--- src/rtl/ktrk_pkg.sv ---
package ktrk_pkg;

    localparam int MAX_KEYS_DEF  = 64;
    localparam int FRAME_W       = 16;
    localparam int POS_W         = 32;
    localparam int HEAD_W        = 16;
    localparam int ELAPSED_W     = 24;
    localparam int ANIM_W        = 17;
    localparam int KEY_COUNT_W   = 7;
    localparam int PHASE_W       = 16;
    localparam int KEY_INDEX_W   = 6;
    localparam int CFG_INDEX_W   = 1;
    localparam int CFG_DATA_W    = 16;
    localparam int BIAS_W        = 17;
    localparam int QUOT_W        = 16;

    localparam logic CMD_WRITE  = 1'b0;
    localparam logic CMD_SAMPLE = 1'b1;

    localparam logic [CFG_INDEX_W-1:0] CFG_KEY_COUNT = 1'b0;
    localparam logic [CFG_INDEX_W-1:0] CFG_PHASE     = 1'b1;

    typedef struct packed {
        logic        [FRAME_W-1:0] frame;
        logic signed [POS_W-1:0]   x;
        logic signed [POS_W-1:0]   y;
        logic signed [HEAD_W-1:0]  heading;
    } ktrk_key_t;

    typedef enum logic [1:0] {
        RD_LAST = 2'd0,
        RD_ZERO = 2'd1,
        RD_ONE  = 2'd2,
        RD_NEXT = 2'd3
    } ktrk_rd_t;

    typedef struct packed {
        logic     take;
        ktrk_rd_t rd_sel;
        logic     one_cap;
        logic     len_cap;
        logic     first_cap;
        logic     search_adv;
        logic     hit_cap;
        logic     bias_start;
        logic     mul_x;
        logic     mul_y;
        logic     mul_h;
        logic     mul_end;
        logic     out_load;
    } ktrk_cmd_t;

    typedef struct packed {
        logic n_one;
        logic search_stop;
        logic bias_direct;
        logic div_done;
    } ktrk_status_t;

endpackage

--- src/rtl/ktrk_ctrl.sv ---
module ktrk_ctrl
    import ktrk_pkg::*;
(
    input  logic         clk,
    input  logic         rst_n,
    input  logic         in_valid,
    input  logic         command,
    input  logic         out_stall,
    output logic         in_stall,
    output logic         out_valid,
    output ktrk_cmd_t    cmd,
    input  ktrk_status_t status
);

    typedef enum logic [10:0] {
        ST_IDLE   = 11'b00000000001,
        ST_LEN    = 11'b00000000010,
        ST_FIRST  = 11'b00000000100,
        ST_SEARCH = 11'b00000001000,
        ST_BIAS   = 11'b00000010000,
        ST_DIV    = 11'b00000100000,
        ST_MULX   = 11'b00001000000,
        ST_MULY   = 11'b00010000000,
        ST_MULH   = 11'b00100000000,
        ST_MULE   = 11'b01000000000,
        ST_DONE   = 11'b10000000000
    } ktrk_state_t;

    ktrk_state_t state_reg, state_next;
    logic        out_valid_reg, out_valid_next;

    always_comb
    begin
        state_next = state_reg;
        cmd        = '0;
        cmd.rd_sel = RD_LAST;
        unique case (state_reg)
            ST_IDLE:
            begin
                if (in_valid)
                begin
                    cmd.take = 1'b1;
                    if (command == CMD_SAMPLE)
                    begin
                        state_next = ST_LEN;
                    end
                end
            end
            ST_LEN:
            begin
                cmd.rd_sel = RD_ZERO;
                if (status.n_one)
                begin
                    cmd.one_cap = 1'b1;
                    state_next  = ST_DONE;
                end
                else
                begin
                    cmd.len_cap = 1'b1;
                    state_next  = ST_FIRST;
                end
            end
            ST_FIRST:
            begin
                cmd.rd_sel    = RD_ONE;
                cmd.first_cap = 1'b1;
                state_next    = ST_SEARCH;
            end
            ST_SEARCH:
            begin
                // Memory read data arrives in the cycle after its address, so the next
                // key is fetched while the current one is compared.
                cmd.rd_sel = RD_NEXT;
                if (status.search_stop)
                begin
                    cmd.hit_cap = 1'b1;
                    state_next  = ST_BIAS;
                end
                else
                begin
                    cmd.search_adv = 1'b1;
                end
            end
            ST_BIAS:
            begin
                cmd.bias_start = 1'b1;
                state_next     = status.bias_direct ? ST_MULX : ST_DIV;
            end
            ST_DIV:
            begin
                if (status.div_done)
                begin
                    state_next = ST_MULX;
                end
            end
            ST_MULX:
            begin
                cmd.mul_x  = 1'b1;
                state_next = ST_MULY;
            end
            ST_MULY:
            begin
                cmd.mul_y  = 1'b1;
                state_next = ST_MULH;
            end
            ST_MULH:
            begin
                cmd.mul_h  = 1'b1;
                state_next = ST_MULE;
            end
            ST_MULE:
            begin
                cmd.mul_end = 1'b1;
                state_next  = ST_DONE;
            end
            ST_DONE:
            begin
                if (!out_valid_reg || !out_stall)
                begin
                    cmd.out_load = 1'b1;
                    state_next   = ST_IDLE;
                end
            end
            default:
            begin
                state_next = ST_IDLE;
            end
        endcase
    end

    always_comb
    begin
        priority if (cmd.out_load)
        begin
            out_valid_next = 1'b1;
        end
        else if (!out_stall)
        begin
            out_valid_next = 1'b0;
        end
        else
        begin
            out_valid_next = out_valid_reg;
        end
    end

    always_ff @(posedge clk or negedge rst_n)
    begin
        if (!rst_n)
        begin
            state_reg     <= ST_IDLE;
            out_valid_reg <= 1'b0;
        end
        else
        begin
            state_reg     <= state_next;
            out_valid_reg <= out_valid_next;
        end
    end

    assign in_stall  = (state_reg != ST_IDLE);
    assign out_valid = out_valid_reg;

endmodule

--- config.mk ---
export PLATFORM = sky130hd
export DESIGN_NAME = ktrk_ctrl
export DESIGN_NICKNAME = d
export VERILOG_FILES = /design/src/rtl/ktrk_pkg.sv /design/src/rtl/ktrk_ctrl.sv
export SDC_FILE = /design/constraint.sdc
export NUM_CORES = 1
export LEC_CHECK = 0
export BUFFER_PORTS_ARGS = -buffer_cell sky130_fd_sc_hd__clkbuf_2
export CAP_MARGIN = 40
export CORE_ASPECT_RATIO = 0.8
export CORE_MARGIN = 2
export CORE_UTILIZATION = 49
export DETAILED_ROUTE_END_ITERATION = 10
export PLACE_DENSITY = 0.79
export SYNTH_ARGS = -nofsm -noshare
export SYNTH_HDL_FRONTEND = slang
export SYNTH_SLANG_ARGS = --single-unit
--- constraint.sdc ---
create_clock -name clk -period 1.8 [get_ports clk]
set_clock_uncertainty 0.2 [all_clocks]
set_input_delay 0.09 -clock clk [delete_from_list [all_inputs] [get_ports clk]]
set_output_delay 0.09 -clock clk [all_outputs]
set_load 0.02 [all_outputs]
==> results.cfg, run 1 <==
[run_status]
status = stopped before the end
lastStage = global routing
error_line = [ERROR DPL-0038] Utilization greater than 100%, impossible to legalize

[synth]
synth_top_family_by_area = simple AND/OR/NAND/NOR gates
synth-compound-area-share_pct = 13.2
ys_async_sr_fraction_pct = 100
synthMuxAreaShare_pct = 0
synthAdderAreaFrac_pct = 0
synth_area_um2 = 797
yosysTopAreaCell = dfrtp_1
syn_inst = 88
synth_simple_gate_area_share_pct = 44.9
yosysWarnings = 0
synth_enable_flop_cells = 0
ys_dominant_reg_cell = dfrtp_1
yosys_register_bits = 12
synth_nets = 97
yosys-top-cells-area = dfrtp_1 35%, nor2_1 6.1%, nor4_4 5.3%, nand2b_1 4.7%, nor2b_1 3.9%
seq_area_frac_synth_pct = 37.8
syn_area_per_cell_um2 = 9.06
synthTopCellsByCount = 13 x nor2_1, 11 x dfrtp_1, 6 x nand2b_1, 6 x nor3_1, 5 x nor2b_1
synth-xor-area-share_pct = 1.10
synth_cell_types = 33
synth_most_common_cell = nor2_1
yosys.area.top_type_share_pct = 34.5

[floorplan]
rows = 12
die_x_um = 49.1
io_pins = 25
die_y_um = 40.1
start_util_pct = 54.7

[sta]
crit_endpoint = cmd[11]
worst-ep-kind = output port

[clock_network]
cts_made_buffers = 3
clock-root-buffer = clkbuf_4
cts_sinks = 12
clockBufferDepth = 2
htree_levels = 1

[placement]
gp_congestion = 0.873
post_dp_cell_area_um2 = 1100
portBuffers = 24
dpl.hpwl_um = 1720

[global_routing]
grt_max_degree = 13
==> timing repair <==
| action | 4_1_cts |
|---|---|
| setup buffers | 9 |
| resized for setup | 33 |
| hold buffers | 8 |
| hold endpoints to repair | 19 |
| endpoints found under the setup margin | 15 |
| pin swaps | 7 |
==> per-stage QoR <==
step	setup TNS, ns	std cells	hold slack (ns)	worst slack (ns)
2_1_floorplan	-0.169	88	-0.406	-0.140
3_3_place_gp	-0.00557	150	-0.212	-0.00557
3_5_place_dp	-0.0720	150	-0.204	-0.0720
4_1_cts	-2.20	171	0.0391	-0.336
==> logic make-up after synthesis <==
group / after synthesis
XOR/XNOR: 1
AO/OA/AOI/OAI: 15
buffers and inverters: 5
flip-flops: 12
AND/OR/NAND/NOR: 55
==> run 2: changes to the inputs <==
- CORE_AREA: unset -> 2 2 63 65
- CORE_ASPECT_RATIO: 0.8 -> unset
- CORE_MARGIN: 2 -> unset
- CORE_UTILIZATION: 49 -> unset
- DIE_AREA: unset -> 0 0 65 67
- PLACE_DENSITY: 0.79 -> unset
- PLACE_DENSITY_LB_ADDON: unset -> 0.15
==> run 2 against run 1 <==
The flow now finishes, with violations (negative setup slack). Synthesized area unchanged. Synthesized cell count unchanged.
==> results.cfg, run 2 <==
[sta]
slew_headroom_pct = 77.8
finalMaxSlewViolations = 0
layout_setup_ws_ns = -0.236
finalSetupViolCount = 14
finalCriticalPeriod_ns = 2.04
finalHoldViolCount = 0
worstMarginPinSlew_ns = 0.332
post-route-period-util_pct = 113
fmax_mhz = 491
rsz0062_at_grt = true

[setup_path]
critical_path.endpoint_type = primary output
cp_max_fo = 4
cpMaxStageDelayCell = or3_4
crit_required_ns = 1.51
r2r_start = state_reg[0]
arrival_ns = 1.75
reg2regPathDepth = 8
rrSetupSlack_ns = -0.11
path_depth = 5
critPathKind = flip-flop to primary output
crit_chain = or3_4 -> nor4_4 -> buf_4 -> and4b_1 -> clkbuf_8
r2r_end = state_reg[0]
path_buf_inv = 2
path_delay_family = simple AND/OR/NAND/NOR gates
start_kind = flip-flop
crit_path_max_incr_delay_ns = 0.40

[floorplan]
io_pins = 25
die_x_um = 65
die_y_um = 67
start_util_pct = 22.1
core-area_um2 = 3610
dieArea_um2 = 4360
rows = 22

[clock_network]
clock-root-buffer = clkbuf_8
htree_levels = 1
insertion_delay_ns = 0.24
cts_made_buffers = 3
cts_sinks = 12
clk_pin_slew_worst_paths_ns = 0.05
cts_tree = yes
clockBufferDepth = 2

[run_status]
status = finished with violations
violations = negative setup slack

[power_and_ir_drop]
power_uw = 763
p_leak_nw = 0.711
ir_drop_mv = 0.247
power.density_nw_per_um2 = 480

[placement]
portBuffers = 24
dpl.hpwl_um = 1860
placedCellCount = 181
gp_congestion = 0.827

[routing]
via_count = 955
route.detailed.drc = 0
dr.pass1.iters = 4
drt_wl_total_um = 2540
detail_route.iter0.violations = 21
wl_per_cell_um = 12.3
drtAntennaViolNets = 0
via_per_inst = 4.64

[layout]
drive_above_1_share_pct = 53.8
n_antenna_cell = 0
area_growth_pct = 99.4
layout_commonest_cell = buf_4
finalNetCount = 168
layout.cells.non_filler = 206
largest_reg_flops = 11
final_cell_mix = 35 x buf_4, 11 x dfrtp_1, 10 x clkbuf_2, 9 x nor2_1, 8 x dlygate4sd3_1

[global_routing]
antenna_found_initial = 0
grt_usage_pct = 12.8
grt_pass1_wl_um = 4210
grt_max_degree = 13
grt_pass1_vias = 931
grt.overflow.total = 0

[synth]
ys_dominant_reg_cell = dfrtp_1
ys_async_sr_fraction_pct = 100
synth_nets = 97
yosys-top-cells-area = dfrtp_1 35%, nor2_1 6.1%, nor4_4 5.3%, nand2b_1 4.7%, nor2b_1 3.9%
synth_enable_flop_cells = 0
yosysTopAreaCell = dfrtp_1
synth_most_common_cell = nor2_1
syn_inst = 88
seq_area_frac_synth_pct = 37.8
yosysWarnings = 0
synthTopCellsByCount = 13 x nor2_1, 11 x dfrtp_1, 6 x nand2b_1, 6 x nor3_1, 5 x nor2b_1
syn_area_per_cell_um2 = 9.06
yosys.area.top_type_share_pct = 34.5
yosys_register_bits = 12
synth_area_um2 = 797
synth_cell_types = 33

[worst_hold_path]
hold_class = input port to asynchronous set/reset pin

[flow_run]
cap_violations = 0
-- run 2: cell counts after synthesis --
No cell type changed its count.
-- run 2: worst max path at each step --
stage / start / to / slack (ns)
2_1_floorplan: state_reg[8] / cmd[13] / -0.14
3_3_place_gp: state_reg[8] / cmd[10] / -0.01
3_5_place_dp: state_reg[8] / cmd[10] / -0.03
4_1_cts: state_reg[8] / cmd[13] / -0.28
5_1_grt: state_reg[8] / cmd[13] / -0.33
6_report: state_reg[8] / cmd[9] / -0.24
-- run 2: timing repair --
action / 4_1_cts / 5_1_grt
endpoints found under the hold margin: 19 / 0
cloned: 0 / 0
gates resized for setup: 32 / 24
hold buffers: 9 / 0
pin swaps: 7 / 8
endpoints found under the setup margin: 14 / 18
setup buffers: 7 / 7
-- run 2: cell type report --
| type | count | area, um^2 |
|---|---|---|
| fillers | 355 | 2020 |
| flip-flops and latches | 12 | 302 |
| well taps | 48 | 60.1 |
| clock buffers | 4 | 45.0 |
| inverters | 3 | 11.3 |
| multi-input cells | 71 | 589 |
| repair buffers | 68 | 582 |
-- run 2: through the flow --
step                setup TNS [ns]  utilization [%]  hold slack [ns]  setup slack [ns]  cell area [um^2]
CTS                          -1.69             41.3           0.0761            -0.276              1490
finish                       -1.71             44.1           0.0727            -0.236              1590
global placement           -0.0145             32.3           -0.192           -0.0145              1160
detailed placement         -0.0558             32.3           -0.194           -0.0302              1160
global route                 -2.83             44.1            0.125            -0.333              1590
floorplan                   -0.169                -           -0.406            -0.140               825
-- run 2: routing by layer --
metal | vias to the layer above | part of all wire, % | GRT usage, %
met1 | 457 | 44 | 15.5
met4 | 0 | 1.4 | 4.79
li1 | 468 | - | -
met2 | 26 | 49 | 21.5
met5 | - | 0 | 0
met3 | 4 | 5.1 | 3.55
-- run 2: power by group --
group	internal [mW]	switching [mW]
Combinational	0.117	0.0983
Clock	0.156	0.103
Sequential	0.278	0.0100
Total	0.552	0.212
-- run 2: cell families after synthesis --
| family | count (synthesis) | share of synthesized area, % |
|---|---|---|
| flip-flops | 12 | 37.8 |
| XOR/XNOR | 1 | 1.10 |
| AO/OA/AOI/OAI | 15 | 13.2 |
| buffers and inverters | 5 | 2.98 |
| AND/OR/NAND/NOR | 55 | 44.9 |
Note: power is estimated with default switching activity, not from simulation.
